===== src/rtl/aodv_rt_pkg.sv =====
package aodv_rt_pkg;

    localparam int TABLE_DEPTH_DEF = 64;

    // Fixed field widths.
    localparam int ACT_W   = 2;
    localparam int NODE_W  = 32;
    localparam int HOPS_W  = 8;
    localparam int SEQ_W   = 32;
    localparam int TIME_W  = 32;
    localparam int STAT_W  = 2;
    localparam int CNT_OUT_W = 7;
    localparam int LIMIT_W = 7;

    // Configuration port.
    localparam int CFG_AW = 3;
    localparam int CFG_DW = 32;
    localparam logic [0:0] REG_IDX_ROUTE_LIMIT = 1'b0;
    localparam logic [LIMIT_W-1:0] ROUTE_LIMIT_RST = 7'd64;

    // Action codes.
    localparam logic [ACT_W-1:0] ACT_REPLY = 2'd0;
    localparam logic [ACT_W-1:0] ACT_ERROR = 2'd1;
    localparam logic [ACT_W-1:0] ACT_SWEEP = 2'd2;

    // Status codes.
    localparam logic [STAT_W-1:0] ST_NEW      = 2'd0;
    localparam logic [STAT_W-1:0] ST_IMPROVED = 2'd1;
    localparam logic [STAT_W-1:0] ST_KEPT     = 2'd2;
    localparam logic [STAT_W-1:0] ST_FULL     = 2'd3;

    typedef struct packed {
        logic [NODE_W-1:0] dest;
        logic [NODE_W-1:0] nexthop;
        logic [HOPS_W-1:0] hops;
        logic [SEQ_W-1:0]  seq;
        logic [TIME_W-1:0] expiry;
        logic              act;
    } t_entry;

    // Field groups of a table write: key covers destination and expiry,
    // route covers next hop, hop count and sequence number.
    typedef struct packed {
        logic   key_en;
        logic   route_en;
        logic   act_en;
        t_entry data;
    } t_mem_wr;

endpackage


===== src/rtl/aodv_rt_if.sv =====
interface aodv_rt_req_if import aodv_rt_pkg::*; ();
    logic              valid;
    logic              ready;
    logic [ACT_W-1:0]  action;
    logic [NODE_W-1:0] dest_node;
    logic [NODE_W-1:0] sender_node;
    logic [HOPS_W-1:0] hops;
    logic [SEQ_W-1:0]  seq_number;
    logic [TIME_W-1:0] route_lifetime;
    logic [NODE_W-1:0] lost_node;
    logic [TIME_W-1:0] time_now;

    modport source (
        output valid, action, dest_node, sender_node, hops, seq_number,
               route_lifetime, lost_node, time_now,
        input  ready
    );
    modport sink (
        input  valid, action, dest_node, sender_node, hops, seq_number,
               route_lifetime, lost_node, time_now,
        output ready
    );
endinterface

interface aodv_rt_rsp_if import aodv_rt_pkg::*; ();
    logic                 valid;
    logic                 ready;
    logic [STAT_W-1:0]    status;
    logic [CNT_OUT_W-1:0] affected;
    logic [CNT_OUT_W-1:0] used_entries;

    modport source (output valid, status, affected, used_entries, input ready);
    modport sink (input valid, status, affected, used_entries, output ready);
endinterface


===== src/rtl/aodv_rt_seq.sv =====
module aodv_rt_seq import aodv_rt_pkg::*; #(
    parameter int TABLE_DEPTH = TABLE_DEPTH_DEF
) (
    input  logic                 i_clk,
    input  logic                 i_rst_n,
    input  logic [LIMIT_W-1:0]   i_route_limit,
    aodv_rt_req_if.sink          i_req,
    aodv_rt_rsp_if.source        o_rsp,
    output logic                 o_rd_en,
    output logic [(TABLE_DEPTH > 1 ? $clog2(TABLE_DEPTH) : 1)-1:0] o_rd_addr,
    input  t_entry               i_rd_entry,
    output t_mem_wr              o_wr,
    output logic [(TABLE_DEPTH > 1 ? $clog2(TABLE_DEPTH) : 1)-1:0] o_wr_addr
);

    localparam int ADDR_W = TABLE_DEPTH > 1 ? $clog2(TABLE_DEPTH) : 1;
    localparam int CNT_W  = $clog2(TABLE_DEPTH + 1);
    localparam int CMP_W  = CNT_W > LIMIT_W ? CNT_W : LIMIT_W;

    typedef enum logic [2:0] {
        S_IDLE = 3'b001,
        S_SCAN = 3'b010,
        S_DONE = 3'b100
    } t_state;

    t_state              r_state, n_state;
    logic [ACT_W-1:0]    r_action, n_action;
    logic [NODE_W-1:0]   r_dest, n_dest;
    logic [NODE_W-1:0]   r_sender, n_sender;
    logic [HOPS_W-1:0]   r_hops, n_hops;
    logic [SEQ_W-1:0]    r_seq, n_seq;
    logic [TIME_W-1:0]   r_life, n_life;
    logic [NODE_W-1:0]   r_lost, n_lost;
    logic [TIME_W-1:0]   r_now, n_now;
    logic [CNT_W-1:0]    r_count, n_count;
    logic [CNT_W-1:0]    r_addr, n_addr;
    logic                r_pend, n_pend;
    logic [ADDR_W-1:0]   r_didx, n_didx;
    logic [CNT_W-1:0]    r_aff, n_aff;
    logic [STAT_W-1:0]   r_status, n_status;
    logic                r_out_vld, n_out_vld;
    logic [STAT_W-1:0]   r_out_status, n_out_status;
    logic [CNT_OUT_W-1:0] r_out_aff, n_out_aff;
    logic [CNT_OUT_W-1:0] r_out_used, n_out_used;

    // Shared compare unit: one 32-bit equality and magnitude compare whose
    // operands follow the action being worked on.
    logic [NODE_W-1:0] cmp_lhs, cmp_rhs;
    logic              cmp_eq, cmp_gt;
    logic              hops_lt;
    logic              table_full;
    logic              scan_end;
    logic              stop;

    always_comb begin
        case (r_action)
            ACT_REPLY: begin
                cmp_lhs = r_dest;
                cmp_rhs = i_rd_entry.dest;
            end
            ACT_ERROR: begin
                cmp_lhs = r_lost;
                cmp_rhs = i_rd_entry.nexthop;
            end
            default: begin
                cmp_lhs = r_now;
                cmp_rhs = i_rd_entry.expiry;
            end
        endcase
    end

    assign cmp_eq  = (cmp_lhs == cmp_rhs);
    assign cmp_gt  = (cmp_lhs > cmp_rhs);
    assign hops_lt = (r_hops < i_rd_entry.hops);

    assign table_full = (CMP_W'(r_count) >= CMP_W'(i_route_limit))
                     || (r_count >= CNT_W'(TABLE_DEPTH));
    assign scan_end   = !r_pend && (r_addr >= r_count);

    assign i_req.ready      = (r_state == S_IDLE);
    assign o_rsp.valid        = r_out_vld;
    assign o_rsp.status       = r_out_status;
    assign o_rsp.affected     = r_out_aff;
    assign o_rsp.used_entries = r_out_used;

    always_comb begin
        n_state      = r_state;
        n_action     = r_action;
        n_dest       = r_dest;
        n_sender     = r_sender;
        n_hops       = r_hops;
        n_seq        = r_seq;
        n_life       = r_life;
        n_lost       = r_lost;
        n_now        = r_now;
        n_count      = r_count;
        n_addr       = r_addr;
        n_pend       = r_pend;
        n_didx       = r_didx;
        n_aff        = r_aff;
        n_status     = r_status;
        n_out_vld    = r_out_vld && !o_rsp.ready;
        n_out_status = r_out_status;
        n_out_aff    = r_out_aff;
        n_out_used   = r_out_used;
        o_rd_en      = 1'b0;
        o_rd_addr    = r_addr[ADDR_W-1:0];
        o_wr         = '0;
        o_wr_addr    = r_didx;
        stop         = 1'b0;

        o_wr.data.dest    = r_dest;
        o_wr.data.nexthop = r_sender;
        o_wr.data.hops    = r_hops;
        o_wr.data.seq     = r_seq;
        o_wr.data.expiry  = r_life;
        o_wr.data.act     = 1'b0;

        case (r_state)
            S_IDLE: begin
                if (i_req.valid) begin
                    n_action = i_req.action;
                    n_dest   = i_req.dest_node;
                    n_sender = i_req.sender_node;
                    n_hops   = i_req.hops;
                    n_seq    = i_req.seq_number;
                    n_life   = i_req.route_lifetime;
                    n_lost   = i_req.lost_node;
                    n_now    = i_req.time_now;
                    n_addr   = '0;
                    n_pend   = 1'b0;
                    n_aff    = '0;
                    n_status = ST_KEPT;
                    if (i_req.action inside {ACT_REPLY, ACT_ERROR, ACT_SWEEP}) begin
                        n_state = S_SCAN;
                    end else begin
                        n_state = S_DONE;
                    end
                end
            end
            S_SCAN: begin
                // Check the entry read in the previous cycle.
                case (r_action)
                    ACT_REPLY: begin
                        if (r_pend && i_rd_entry.act && cmp_eq) begin
                            stop = 1'b1;
                            if (hops_lt) begin
                                o_wr.route_en = 1'b1;
                                n_status      = ST_IMPROVED;
                            end else begin
                                n_status = ST_KEPT;
                            end
                        end
                    end
                    ACT_ERROR: begin
                        if (r_pend && cmp_eq) begin
                            o_wr.act_en = 1'b1;
                            n_aff       = r_aff + CNT_W'(1);
                        end
                    end
                    default: begin
                        if (r_pend && i_rd_entry.act && cmp_gt) begin
                            o_wr.act_en = 1'b1;
                            n_aff       = r_aff + CNT_W'(1);
                        end
                    end
                endcase

                // Stop on a match, close the scan, or read the next entry.
                if (stop) begin
                    n_pend  = 1'b0;
                    n_state = S_DONE;
                end else if (scan_end) begin
                    if (r_action == ACT_REPLY) begin
                        if (table_full) begin
                            n_status = ST_FULL;
                        end else begin
                            o_wr.key_en   = 1'b1;
                            o_wr.route_en = 1'b1;
                            o_wr.act_en   = 1'b1;
                            o_wr.data.act = 1'b1;
                            o_wr_addr     = r_count[ADDR_W-1:0];
                            n_count       = r_count + CNT_W'(1);
                            n_status      = ST_NEW;
                        end
                    end
                    n_state = S_DONE;
                end else if (r_addr < r_count) begin
                    o_rd_en = 1'b1;
                    n_didx  = r_addr[ADDR_W-1:0];
                    n_addr  = r_addr + CNT_W'(1);
                    n_pend  = 1'b1;
                end else begin
                    n_pend = 1'b0;
                end
            end
            S_DONE: begin
                if (!r_out_vld || o_rsp.ready) begin
                    n_out_vld    = 1'b1;
                    n_out_status = r_status;
                    n_out_aff    = CNT_OUT_W'(r_aff);
                    n_out_used   = CNT_OUT_W'(r_count);
                    n_state      = S_IDLE;
                end
            end
            default: begin
                n_state = S_IDLE;
            end
        endcase
    end

    always_ff @(posedge i_clk) begin
        if (!i_rst_n) begin
            r_state   <= S_IDLE;
            r_count   <= '0;
            r_pend    <= 1'b0;
            r_out_vld <= 1'b0;
        end else begin
            r_state   <= n_state;
            r_count   <= n_count;
            r_pend    <= n_pend;
            r_out_vld <= n_out_vld;
        end
    end

    always_ff @(posedge i_clk) begin
        r_action     <= n_action;
        r_dest       <= n_dest;
        r_sender     <= n_sender;
        r_hops       <= n_hops;
        r_seq        <= n_seq;
        r_life       <= n_life;
        r_lost       <= n_lost;
        r_now        <= n_now;
        r_addr       <= n_addr;
        r_didx       <= n_didx;
        r_aff        <= n_aff;
        r_status     <= n_status;
        r_out_status <= n_out_status;
        r_out_aff    <= n_out_aff;
        r_out_used   <= n_out_used;
    end

endmodule


===== src/flat_wrapper.sv =====
// flat-port wrapper written by rule: the top's interface ports become plain ports
module aodv_rt_seq_flat import aodv_rt_pkg::*;
#(
    parameter int TABLE_DEPTH = TABLE_DEPTH_DEF
)
  (i_clk, i_rst_n, i_route_limit, o_rd_en, o_rd_addr, i_rd_entry, o_wr, o_wr_addr, i_req_valid, i_req_action, i_req_dest_node, i_req_sender_node, i_req_hops, i_req_seq_number, i_req_route_lifetime, i_req_lost_node, i_req_time_now, i_req_ready, o_rsp_valid, o_rsp_status, o_rsp_affected, o_rsp_used_entries, o_rsp_ready);
  aodv_rt_req_if i_req_i ();
  aodv_rt_rsp_if o_rsp_i ();
  input  logic i_clk;
  input  logic i_rst_n;
  input  logic [LIMIT_W-1:0] i_route_limit;
  output logic o_rd_en;
  output logic [(TABLE_DEPTH > 1 ? $clog2(TABLE_DEPTH) : 1)-1:0] o_rd_addr;
  input  t_entry i_rd_entry;
  output t_mem_wr o_wr;
  output logic [(TABLE_DEPTH > 1 ? $clog2(TABLE_DEPTH) : 1)-1:0] o_wr_addr;
  input wire logic [$bits(i_req_i.valid)-1:0] i_req_valid;
  input wire logic [$bits(i_req_i.action)-1:0] i_req_action;
  input wire logic [$bits(i_req_i.dest_node)-1:0] i_req_dest_node;
  input wire logic [$bits(i_req_i.sender_node)-1:0] i_req_sender_node;
  input wire logic [$bits(i_req_i.hops)-1:0] i_req_hops;
  input wire logic [$bits(i_req_i.seq_number)-1:0] i_req_seq_number;
  input wire logic [$bits(i_req_i.route_lifetime)-1:0] i_req_route_lifetime;
  input wire logic [$bits(i_req_i.lost_node)-1:0] i_req_lost_node;
  input wire logic [$bits(i_req_i.time_now)-1:0] i_req_time_now;
  output wire logic [$bits(i_req_i.ready)-1:0] i_req_ready;
  output wire logic [$bits(o_rsp_i.valid)-1:0] o_rsp_valid;
  output wire logic [$bits(o_rsp_i.status)-1:0] o_rsp_status;
  output wire logic [$bits(o_rsp_i.affected)-1:0] o_rsp_affected;
  output wire logic [$bits(o_rsp_i.used_entries)-1:0] o_rsp_used_entries;
  input wire logic [$bits(o_rsp_i.ready)-1:0] o_rsp_ready;
  assign i_req_i.valid = i_req_valid;
  assign i_req_i.action = i_req_action;
  assign i_req_i.dest_node = i_req_dest_node;
  assign i_req_i.sender_node = i_req_sender_node;
  assign i_req_i.hops = i_req_hops;
  assign i_req_i.seq_number = i_req_seq_number;
  assign i_req_i.route_lifetime = i_req_route_lifetime;
  assign i_req_i.lost_node = i_req_lost_node;
  assign i_req_i.time_now = i_req_time_now;
  assign i_req_ready = i_req_i.ready;
  assign o_rsp_valid = o_rsp_i.valid;
  assign o_rsp_status = o_rsp_i.status;
  assign o_rsp_affected = o_rsp_i.affected;
  assign o_rsp_used_entries = o_rsp_i.used_entries;
  assign o_rsp_i.ready = o_rsp_ready;
  aodv_rt_seq #(.TABLE_DEPTH(TABLE_DEPTH)) u_core (.i_clk(i_clk), .i_rst_n(i_rst_n), .i_route_limit(i_route_limit), .i_req(i_req_i), .o_rsp(o_rsp_i), .o_rd_en(o_rd_en), .o_rd_addr(o_rd_addr), .i_rd_entry(i_rd_entry), .o_wr(o_wr), .o_wr_addr(o_wr_addr));
endmodule

===== config.mk =====
export PLATFORM = sky130hd
export DESIGN_NAME = aodv_rt_seq_flat
export DESIGN_NICKNAME = d
export VERILOG_FILES = /design/src/rtl/aodv_rt_pkg.sv /design/src/rtl/aodv_rt_if.sv /design/src/rtl/aodv_rt_seq.sv /design/src/flat_wrapper.sv
export SDC_FILE = /design/constraint.sdc
export NUM_CORES = 1
export LEC_CHECK = 0
export ABC_AREA = 1
export BUFFER_PORTS_ARGS = -buffer_cell sky130_fd_sc_hd__buf_2
export CAP_MARGIN = 10
export CELL_PAD_IN_SITES_DETAIL_PLACEMENT = 1
export CELL_PAD_IN_SITES_GLOBAL_PLACEMENT = 2
export CORE_MARGIN = 5
export CORE_UTILIZATION = 28
export CTS_CLUSTER_SIZE = 8
export DETAILED_ROUTE_END_ITERATION = 12
export PLACE_DENSITY_LB_ADDON = 0.1
export SYNTH_ARGS = -nofsm -noshare
export SYNTH_HDL_FRONTEND = slang
export SYNTH_SLANG_ARGS = --single-unit

===== constraint.sdc =====
create_clock -name i_clk -period 39.2 [get_ports i_clk]
set_clock_uncertainty 0.15 [all_clocks]
set_input_delay 7.84 -clock i_clk [delete_from_list [all_inputs] [get_ports i_clk]]
set_output_delay 7.84 -clock i_clk [all_outputs]
set_load 0.03 [all_outputs]

## After elaboration in Yosys (flattened, before gate mapping)

Index checks and enable logic that the tools add are counted.
Widths: inputs -> output; s select.

- Add/sub/neg operators: 3
- Order comparisons: 6
- Bitwise logic cells: 3
- Muxes and demuxes: 60
- Equal/unequal tests: 17
- Reduce and logical (&&, ||, !) cells: 24

Operator list:

| operator | count |
|---|---|
| $pmux 32 s2 | 2 |
| $mux 7 | 6 |
| $pmux 7 s2 | 3 |
| $eq 32x32->1 | 1 |
| $gt 32x32->1 | 1 |
| $mux 3 | 10 |
| $mux 6 | 5 |
| $mux 1 | 22 |
| $add 7x1->7 const B | 3 |
| $mux 2 | 8 |
| $reduce_and 5->1 | 3 |
| $ge 7x7->1 | 2 |
| $pmux 3 s3 | 1 |
| $lt 8x8->1 | 1 |
| $ne 2x2->1 const B | 4 |
| $ge 7x7->1 const B | 1 |
| $lt 7x7->1 | 1 |
| $logic_and 1x1->1 | 6 |
| $ne 3x2->1 const B | 2 |
| $reduce_and 2->1 | 3 |
| $reduce_and 3->1 | 2 |
| $eq 2x1->1 const B | 2 |
| $logic_not 2->1 | 2 |
| $ne 2x1->1 const B | 2 |
| other kinds (14) | 20 |

- Output and inout bits: 171
- Register bits: 252
- Bits of input ports: 350

## Logic depth before layout (Yosys ltp)

Gate-level depths: netlist of run 1.

- Depth in word-level cells: 11
- Mapped depth: 20
- Depth with buffers taken out: 19

## Worst setup path before layout of run 1

OpenSTA, ideal clock, no wires.

- Path kind: input to register
- Start point: input port i_req_valid
- End point: register u_core.r_aff[0] (enable)
- Slack: 21,135 ps
- Arrival time: 17,542 ps
- Stages on the path: 6
- Required time: 38,677 ps
- Setup time: 373 ps
- Cell sequence: inv_1 > nor2_1 > nor2_1 > inv_1 > o21ai_0 > a21oi_1

- Word-level cells in the longest chain between the ends: 2

Ends and longest elaborated chain:

| what | RTL line | source |
|---|---|---|
| from (decl) | flat_wrapper.sv:17 | `input wire logic [$bits(i_req_i.valid)-1:0] i_req_valid;` |
| $ne 2x2->1 (no line) | - |  |
| $reduce_and 5->1 (no line) | - |  |
| to (signal assigned) | aodv_rt_seq.sv:237 | `r_aff <= n_aff;` |
| to (decl) | aodv_rt_seq.sv:39 | `logic [CNT_W-1:0] r_aff, n_aff;` |

Every way passes these cells.
A chain may end at the register's enable or synchronous reset.

==> summary.md, run 1 <==
| Metric | Value |
|---|---|
| Status | completed |
| Nets@finish | 1749 |
| Layout cell share with drive strength beyond 1 | 0.4195 |
| Initial Util | 0.2815 |
| GRT Util Overall | 0.1801 |
| GR Overflow Total | 0 |
| Average routed wire per standard cell | 20.86 µm |
| DRT antenna net count | 0 |
| Worst slew margin | 0.3425 |
| RSZ-0062 raised after global routing | false |
| Seq/Total Area, Yosys | 0.6894 |
| Worst-path fanout max | 4 |
| Clock Power Share | 0.359 |
| DR DRC count | 0 |
| Via count | about 8400 |
| Clk slew on worst S/H paths | about 0.050 ns |
| Leakage | 6.433 nW |
| Setup bufs post-CTS | 0 |
| Primary FF master, synth | edfxtp_1 |
| Via density | 4.461 |
| Vias in the first global route | 9166 |
| Switching Share | 0.3055 |
| Yosys top cell area share | 0.6672 |
| Count of warnings emitted by yosys | 0 |
| Final Hold Fails | 0 |
| Total negative slack | 0 ns |
| Final wirelength | roughly 40000 µm |
| Mapped Nets | 1243 |
| Hold Path Class | flop to flop |
| Post-Syn Area | 0.01080 mm² |
| Met3 WL | between 3000 and 4000 µm |
| Fin cells | about 1900 |
| EDFF count, synth | 240 |
| Hold Slack | 0.3083 ns |
| First-pass GRT wire length | 56750 µm |
| Syn avg cell area | around 13 µm² |
| Crit path launch type | input port |
| Die Footprint | 0.04261 mm² |
| Crit end category | output pin |
| Synth Register Bits | around 250 |
| Met1 WL | 14530 µm |
| Fin. max-slew vios | 0 |
| CP Class | input port to output pin |
| Peak VDD IR | ~0.041 mV |
| Fillers | 4270 |
| CTS-repair resized insts | 0 |
| Synth Area in Adders | 0.06487 |
| Clock Tree Buf Depth | 3 |
| Period utilisation layout | 0.4598 |
| Ranking of synthesized cells by area | edfxtp_1 (67%), ha_1 (6.5%), nor2_1 (3.9%) |
| DP HPWL | 30450 µm |
| Min Tclk post-route | 18.02 ns |
| DIE WIDTH | 206.4 µm |
| PwrDens | approximately 55 mW/mm² |
| First-pass iteration count of the detailed router | 4 |
| Core ar. | 0.03838 mm² |
| IO buf count | around 500 |
| CTS buffer count | 38 |
| R2r worst-path depth | 14 |
| Row count | 72 |
| Top Layer Used | met5 |
| Internal | 0.0005702 W |
| Area delta synth->final | 37.73% |
| Share of flip-flops with an asynchronous set or reset | 0 |
| Final setup viols | 0 |
| Worst hold stages | 0 |
| Die height | 206.4 µm |
| WP data arrival | 10.03 ns |
| CTS tree | yes |
| Root Buffer | clkbuf_16 |
| IO Count | 521 |
| Combinational family with the most area after synthesis | simple AND/OR/NAND/NOR gates |
| Largest net degree at the start of global routing | 148 |
| Hold_buf cts | 0 |
| Leading area contributor after synthesis | edfxtp_1 |
| Met2 Routed Length | roughly 20000 µm |
| Sink Count | 252 |
| Synth Area in Simple Gates | 0.1085 |
| H-tree depth | 2 |
| XOR/XNOR Fraction of Synth Area | 0.004054 |
| Sw Pwr | roughly 0.00025 W |
| Clk_lat worst skew | 0.53 ns |
| Max-Cap Viols | 0 |
| Sequential power share | 0.428 |
| 1st-iter DRT viols | 339 |
| Post-synth cell types | 45 |
| Logic pwr share | 0.213 |
| Worst Max-Slew Pin Slew | 0.9863 ns |
| Max Freq | 0.05549 GHz |
| Tot Pwr | 0.0008210 W |
| GP Congestion | around 0.77 |
| Cells after Synth | 837 |
| Cells after DPL | 1821 |
| Compound-cell area share of the yosys netlist | 0.09220 |
| CP required | 31.21 ns |
| Number of antenna violations at the first check in global routing | 21 |
| Post-synthesis mux area share | 0 |
critical path: stages:
cell,delay [ns]
buf_2,0.10
a22o_1,0.22
a21oi_1,0.27
ha_1,0.20
nand2_1,0.07
nor2_1,0.17
nand3_2,0.13
nor2_4,0.18
nand2_1,0.08
nor3_1,0.25
a21oi_1,0.11
a21oi_1,0.16
buf_2,0.25
layer usage:
metal | global-route usage | vias to the layer above
li1 | - | 4034
met3 | 0.08238 | 73
met1 | 0.1965 | 3942
met5 | 0 | -
met4 | 0.04325 | 32
met2 | 0.3190 | 296
state kept, by name (all words and copies together) (netlist names), 3 cells and up:
register,flops
u_core.r_seq,32
u_core.r_lost,32
u_core.r_hops,8
u_core.r_aff,7
u_core.r_now,32
u_core.r_addr,7
u_core.r_count,7
u_core.r_life,32
u_core.o_rsp.used_entries,7
u_core.r_sender,32
u_core.r_state,3
u_core.r_didx,6
u_core.r_dest,32
u_core.o_rsp.affected,7
cell families after synthesis:
family	Yosys count
compound gates	160
fa+ha+maj	56
xor+xnor	5
simple gates	262
flops	252
buf+inv	102
metrics by stage:
stage,util,instance area (µm²),setup slack [ns]
after floorplan,-,10800,21.13
after global placement,0.3599,13810,21.12
after detailed placement,0.3599,13810,21.12
after CTS,0.3873,14860,21.11
after global routing,0.3875,14870,20.95
final,0.3877,14880,21.18
final cells by class:
cell class              instances  area (µm²)  share of cell area
flip-flops and latches        252        7447              0.5006
well taps                     518       648.1             0.04357
repair buffers                494        2500              0.1680
clock buffers                  47        1006             0.06762
multi-input cells             483        2928              0.1968
diodes                          6       15.01            0.001009
clock inverters                 4       45.04            0.003028
inverters                      74       287.8             0.01934
cells in the mapped netlist, types with 2 or more instances:
| master | n |
|---|---|
| edfxtp_1 | 240 |
| nor2_1 | 112 |
| nand2_1 | 99 |
| a21oi_1 | 72 |
| inv_1 | 69 |
| ha_1 | 56 |
| o22ai_1 | 33 |
| a22o_1 | 30 |
| clkbuf_1 | 14 |
| nand3_1 | 13 |
| dfxtp_1 | 12 |
| o21ai_0 | 12 |
| buf_4 | 8 |
| nand2_2 | 6 |
| nor3_1 | 6 |
| o21ai_2 | 5 |
| nand4_1 | 4 |
| buf_1 | 3 |
| nor2_2 | 3 |
| nor2_4 | 3 |
| nor4_1 | 3 |
| xor2_1 | 3 |
| buf_2 | 2 |
| inv_4 | 2 |
| nand3_2 | 2 |
| nand3b_1 | 2 |
| nor3b_1 | 2 |
| o2111ai_1 | 2 |
| o21bai_1 | 2 |
| xnor2_1 | 2 |
power by group through the flow:
stage               Sequential, W  Clock [W]  Combinational, W
finish                   0.000351   0.000295          0.000175
global route             0.000354   0.000319          0.000195
CTS                      0.000351   0.000307          0.000180
detailed placement       0.000356          0          0.000180
global placement         0.000355          0          0.000179
floorplan                0.000401          0         0.0000752
path summary, 6_finish.rpt:
kind                            slack (ns)               start                  endpoint
worst max-delay path                 21.18      i_rd_entry[28]                 o_wr[137]
worst min-delay path                  0.31     u_core.r_aff[4]  u_core.o_rsp.affected[4]
worst max register to register       34.56  u_core.r_action[1]           u_core.r_aff[4]
worst min register to register        0.31     u_core.r_aff[4]  u_core.o_rsp.affected[4]
cells in the final DEF, fill, tap and decap left out, types with 3 or more instances in the layout:
master	n
nor2_1	110
diode_2	6
a21oi_1	72
o22ai_1	33
buf_4	5
nor4_1	3
nand3_1	13
inv_1	69
clkbuf_1	8
a22o_1	30
nor2_4	5
nor2_2	3
nand4_1	4
xor2_1	3
o21ai_0	12
nand2_2	6
dfxtp_1	12
nand2_1	99
buf_2	488
clkbuf_16	39
edfxtp_1	240
ha_1	56
nor3_1	6
o21ai_2	5
No activity file was read; power rests on OpenSTA's default activity.
==> inputs of run 2 (changes only) <==
clock period = 17 ns   (was 39.2 ns; I/O delays follow)
==> summary.md, run 2 (synthesis results as in run 1) <==
| Metric | Value |
|---|---|
| Peak VDD IR | 0.08278 mV (+100%) |
| Nets@finish | 1748 (-0.057%) |
| Die height | 206.4 µm (unchanged) |
| CP required | 13.45 ns (-17.76 ns) |
| Setup bufs post-CTS | 0 (unchanged) |
| GP Congestion | 0.7680 (+0.17%) |
| Met1 WL | 14510 µm (-0.19%) |
| Cell Chain, Critical Path | buf_2 -> a22o_1 -> a21oi_1 -> ha_1 -> nand2_1 -> nor2_2 -> nand3_2 -> nor2_4 -> nand2_1 -> nor3_1 -> a21oi_1 -> a21oi_1 -> buf_2 |
| Clk slew on worst S/H paths | 0.05 ns (about the same) |
| Worst slew margin | 0.3355 (-0.007027) |
| Status | completed |
| Min Tclk post-route | around 9.2 ns |
| Number of antenna violations at the first check in global routing | 20 (-4.8%) |
| Leakage | 6.435 nW (about the same) |
| Average routed wire per standard cell | 20.85 µm (about the same) |
| Via density | 4.456 (about the same) |
| Critical path's slowest cell | a21oi_1 |
| DP HPWL | 30550 µm (+0.34%) |
| Hold Path Class | flop to flop |
| Layout cell share with drive strength beyond 1 | 0.4181 (-0.001356) |
| Hold Slack | 0.3057 ns (-0.002608 ns) |
| Initial Util | 0.2815 (unchanged) |
| CP Class | input port to output pin |
| First-pass iteration count of the detailed router | 4 (unchanged) |
| RSZ-0062 raised after global routing | false |
| Hold_sp | u_core.r_aff[4] |
| Die Footprint | 0.04261 mm² (unchanged) |
| Most frequent cells in the layout | buf_2 (488), edfxtp_1 (240), nor2_1 (110) |
| Max Freq | 0.1091 GHz |
| CP most frequent cell | a21oi_1 |
| Hold_buf cts | 0 (unchanged) |
| 1st-iter DRT viols | 343 (+1.2%) |
| Top Layer Used | met5 |
| Met3 WL | 3688 µm (-3.7%) |
| Clock Tree Buf Depth | 3 (unchanged) |
| CP peak stage delay | 0.27 ns (about the same) |
| Max-Cap Viols | 0 (unchanged) |
| Row count | 72 (unchanged) |
| Met2 Routed Length | 19700 µm (-1.2%) |
| Worst-path fanout max | 4 (unchanged) |
| PwrDens | 127.1 mW/mm² (+130%) |
| DR DRC count | 0 (unchanged) |
| Area delta synth->final | 37.61% (about the same) |
| Clk_lat worst skew | 0.53 ns (about the same) |
| Crit end category | output pin |
| Final Hold Fails | 0 (unchanged) |
| Commonest non-fill, non-tap cell in the layout | buf_2 |
| IO Count | 521 (unchanged) |
| H-tree depth | 2 (unchanged) |
| Root Buffer | clkbuf_16 |
| Vias in the first global route | 8999 (-1.8%) |
| CTS tree | yes |
| CP startpoint | i_rd_entry[29] |
| CTS-repair resized insts | 0 (unchanged) |
| Top Family by Delay on Critical Path | simple AND/OR/NAND/NOR gates |
| Fin cells | 1878 (unchanged) |
| Core ar. | 0.03838 mm² (unchanged) |
| First-pass GRT wire length | 56290 µm (-0.81%) |
| Cells after DPL | 1821 (unchanged) |
| DIE WIDTH | 206.4 µm (unchanged) |
| Final setup viols | 0 (unchanged) |
| Fin. max-slew vios | 0 (unchanged) |
| WP data arrival | 5.62 ns (-4.41 ns) |
| DRT antenna net count | 0 (unchanged) |
| Final wirelength | 39160 µm (about the same) |
| Sink Count | 252 (unchanged) |
| Total negative slack | 0 ns (unchanged) |
| GRT Util Overall | 0.1793 (-0.0007648) |
| Largest net degree at the start of global routing | 148 (unchanged) |
| Worst Max-Slew Pin Slew | 0.9968 ns (+0.01054 ns) |
| Via count | 8369 (-0.095%) |
| Period utilisation layout | 0.5393 |
| CTS buffer count | 37 (-2.6%) |
| IO buf count | 488 (unchanged) |
| Reg2Reg Launch Point | u_core.r_action[1] |
| GR Overflow Total | 0 (unchanged) |
| Crit path launch type | input port |
| Worst path bufs/invs | 2 (unchanged) |
[run 2: worst reg2reg max path, cell delays in order (launching register included)]
cell,delay (ns)
edfxtp_1,0.66
nor2_4,0.82
inv_1,0.10
buf_4,0.28
o22ai_1,0.20
o21bai_1,0.19
ha_1,0.19
nand2_1,0.08
nor2_2,0.22
nand3_2,0.14
nor2_4,0.20
nand2_1,0.08
nor3_1,0.27
o21ai_0,0.14
a21oi_1,0.64
[run 2: power by group]
group | total, W | internal, W | switching (W)
Clock | 0.000675 | 0.000416 | 0.000259
Combinational | 0.000404 | 0.000122 | 0.000281
Sequential | 0.000809 | 0.000781 | 0.0000288
Total | 0.00189 | 0.00132 | 0.000570
[run 2: cell type report]
type,count,area [µm²]
clock inverters,1,8.758
inverters,74,287.8
well taps,518,648.1
clock buffers,52,1035
multi-input cells,483,2928
diodes,4,10.01
flip-flops and latches,252,7447
repair buffers,494,2500
fillers,4308,23510
[run 2: metal layers]
layer | vias to the layer above | GRT usage
met4 | 32 | 0.05775
li1 | 4029 | -
met5 | - | 0
met2 | 304 | 0.3128
met3 | 85 | 0.08018
met1 | 3919 | 0.1948
[run 2: path summary, 6_finish.rpt]
path,end,slack (ns),depth (start not counted)
worst max-delay path,o_wr[137],7.83,13
worst min-delay path,u_core.o_rsp.affected[4],0.31,0
worst max register to register,u_core.r_aff[4],12.29,14
worst min register to register,u_core.o_rsp.affected[4],0.31,0
[run 2: per-stage QoR]
| stage | area (µm²) | utilization | power, W | setup WS [ns] |
|---|---|---|---|---|
| floorplan | 10800 | - | 0.001099 | 3.375 |
| global placement | 13810 | 0.3599 | 0.001231 | 7.799 |
| detailed placement | 13810 | 0.3599 | 0.001236 | 7.791 |
| CTS | 14850 | 0.3871 | 0.001929 | 7.782 |
| global route | 14860 | 0.3873 | 0.001997 | 7.638 |
| finish | 14860 | 0.3873 | 0.001889 | 7.832 |
==> inputs of run 3 (changes only) <==
ABC_AREA = 0   (was 1)
clock period = 8.8 ns   (was 17 ns; I/O delays follow)
==> summary.md, run 3 <==
| Metric | Value |
|---|---|
| Top Family by Delay on Critical Path | simple AND/OR/NAND/NOR gates |
| Die Footprint | 0.04290 mm² (+0.69%) |
| Yosys top cell area share | 0.6624 (-0.004834) |
| Via density | 4.417 (-0.89%) |
| Tot Pwr | 0.003194 W (+69%) |
| Period utilisation layout | 0.7604 |
| Area of the multi-input gates | 0.003138 mm² (+7.2%) |
| CP required | 6.89 ns (-6.56 ns) |
| Cells after Synth | 766 (-8.5%) |
| DP HPWL | 28260 µm (-7.5%) |
| CP Class | input port to output pin |
| Primary FF master, synth | edfxtp_1 |
| Crit path depth | 12 (-1) |
| Fin. max-slew vios | 0 (unchanged) |
| Share of flip-flops with an asynchronous set or reset | 0 (unchanged) |
| IO buf count | 488 (unchanged) |
| Most frequent cells in the layout | buf_2 (488), edfxtp_1 (240), mux2i_1 (70) |
| Cell Chain, Critical Path | buf_2 -> mux2i_1 -> nor2_1 -> a21oi_1 -> ha_1 -> nand4_1 -> nor4_2 -> nand3_1 -> nand2_1 -> or3_4 -> mux2_4 -> buf_2 |
| Worst slew margin | 0.2536 (-0.08186) |
| Worst slack, placed | 2.093 ns (-5.698 ns) |
| Commonest non-fill, non-tap cell in the layout | buf_2 |
| Worst Max-Slew Pin Slew | 1.120 ns (+0.1228 ns) |
| Top post-synthesis cells by count | edfxtp_1 (240), mux2i_1 (70), nand2_1 (61) |
| RSZ-0062 raised after global routing | false |
| Area delta synth->final | 36.82% |
| R2r worst-path depth | 11 (-3) |
| Nets@finish | 1667 (-4.6%) |
| Initial Util | 0.2822 (+0.0007291) |
| Ranking of synthesized cells by area | edfxtp_1 (66%), ha_1 (6.4%), mux2i_1 (6.4%) |
| GR Overflow Total | 0 (unchanged) |
| Vias in the first global route | 8538 (-5.1%) |
| IO Count | 521 (unchanged) |
| Row count | 72 (unchanged) |
| Setup bufs post-CTS | 0 (unchanged) |
| Post-Syn Area | 0.01088 mm² (+0.73%) |
| Crit path launch type | input port |
| Leakage | 6.424 nW (-0.18%) |
| CTS buffer count | 37 (unchanged) |
| Post-route worst setup slack | 2.108 ns (-5.723 ns) |
| GP Congestion | 0.7614 (-0.86%) |
| Largest net degree at the start of global routing | 151 (+2.0%) |
| First-pass GRT wire length | 53620 µm (-4.7%) |
| Layout cell share with drive strength beyond 1 | 0.4346 (+0.01650) |
| Via count | 7915 (-5.4%) |
| Syn avg cell area | 14.20 µm² (+10%) |
| Worst-path fanout max | 9 (+5) |
| Peak VDD IR | 0.1298 mV (+57%) |
| 1st-iter DRT viols | 232 (-32%) |
| CTS tree | yes |
| Core Util, Final | 0.3861 (-0.001226) |
| Sink Count | 252 (unchanged) |
| WP data arrival | 4.78 ns (-0.84 ns) |
| Final Hold Fails | 0 (unchanged) |
| Critical path's slowest cell | nor4_2 |
| DR DRC count | 0 (unchanged) |
| Core ar. | 0.03856 mm² (+0.47%) |
| Hold Path Class | flop to flop |
| Max Freq | around 0.15 GHz |
| Status | completed |
| CP most frequent cell | buf_2 |
| Number of antenna violations at the first check in global routing | 13 (-35%) |
| Fillers | 4290 (-0.42%) |
| DRT antenna net count | 0 (unchanged) |
| First-pass iteration count of the detailed router | 4 (unchanged) |
| Count of warnings emitted by yosys | 0 (unchanged) |
| DIE WIDTH | 207.1 µm (+0.35%) |
| Count leader, synth | edfxtp_1 |
| CP peak stage delay | 0.68 ns (+0.41 ns) |
| CTS-repair resized insts | 0 (unchanged) |
| Worst path bufs/invs | 2 (unchanged) |
| Hold_buf cts | 0 (unchanged) |
| Average routed wire per standard cell | 20.39 µm (-2.2%) |
| Min Tclk post-route | 6.692 ns |
| Max-Cap Viols | 0 (unchanged) |
| Final setup viols | 0 (unchanged) |
| Worst hold stages | 0 (unchanged) |
| Die height | 207.1 µm (+0.35%) |
| Clock Tree Buf Depth | 3 (unchanged) |
| Synth Register Bits | 252 (unchanged) |
| PwrDens | 214.5 mW/mm² (+69%) |
| Post-synth cell types | 54 (+20%) |
| Total negative slack | 0 ns (unchanged) |
| Seq/Total Area, Yosys | 0.6845 (-0.004995) |
| Final wirelength | 36540 µm (-6.7%) |
| EDFF count, synth | 240 (unchanged) |
| Sequential cell area | 0.007447 mm² (unchanged) |
| Crit end category | output pin |
| Root Buffer | clkbuf_16 |
| Clk_lat worst skew | 0.53 ns (about the same) |
| H-tree depth | 2 (unchanged) |
| Leading area contributor after synthesis | edfxtp_1 |
| GRT Util Overall | 0.1643 (-0.01503) |
| Clk slew on worst S/H paths | 0.05 ns (about the same) |
| Mapped Nets | 1172 (-5.7%) |
[run 3: final timing paths]
kind	start	to	slack, ns
setup / recovery	i_rd_entry[84]	o_wr_addr[4]	2.11
hold / removal	u_core.r_status[1]	u_core.o_rsp.status[1]	0.30
hold reg to reg	u_core.r_status[1]	u_core.o_rsp.status[1]	0.30
setup reg to reg	u_core.r_action[0]	u_core.r_aff[3]	4.69
[run 3: stage by stage]
step,instances,hold slack [ns],cell area (µm²)
final,1792,0.2990,14890
after global placement,1740,0.2902,13860
after CTS,1788,0.3007,14880
after floorplan,766,0.2764,10880
after detailed placement,1740,0.2925,13860
after global routing,1792,0.3179,14890
[run 3: area by class of cell]
type                            instances  area share
Multi-Input combinational cell        445      0.2108
Antenna cell                            4   0.0006724
Sequential cell                       252      0.5003
Clock inverter                          2   0.0008405
Timing Repair Buffer                  492      0.1678
Inverter                               33    0.008825
Clock buffer                           46     0.06732
Tap cell                              518     0.04354
[run 3: worst register-to-register path: stages, from the launching register on]
cell,delay (ns)
edfxtp_1,0.37
buf_12,0.39
mux2i_1,0.40
nor2_1,0.06
a21oi_1,0.25
ha_1,0.21
nand4_1,0.19
nor4_2,0.68
nand2_1,0.16
nor2_1,0.13
o21ai_0,0.08
a22oi_1,0.68
[run 3: kinds of logic after synthesis]
family	Yosys count	synth area share
buffers and inverters	69	0.02760
muxes	76	0.07268
and+or+nand+nor	173	0.07406
DFF	252	0.6845
xor gates and xnor gates	10	0.008050
AOI/OAI and AO/OA	130	0.06877
adders and majority gates	56	0.06440
[run 3: per-layer routing]
layer / routed length [µm] / vias to the layer above / GRT usage
met2: 19320 / 238 / 0.2983
met3: 2451 / 62 / 0.05764
met4: 763 / 16 / 0.04697
li1: - / 3851 / -
met1: 13900 / 3748 / 0.1820
met5: 104 / - / 0
[run 3: where the power goes]
part | switching [W] | leakage [nW] | internal [W]
clock | 0.000501 | 0.495 | 0.000786
sequential | 0.0000293 | 2.37 | 0.00142
combinational | 0.000300 | 3.56 | 0.000159
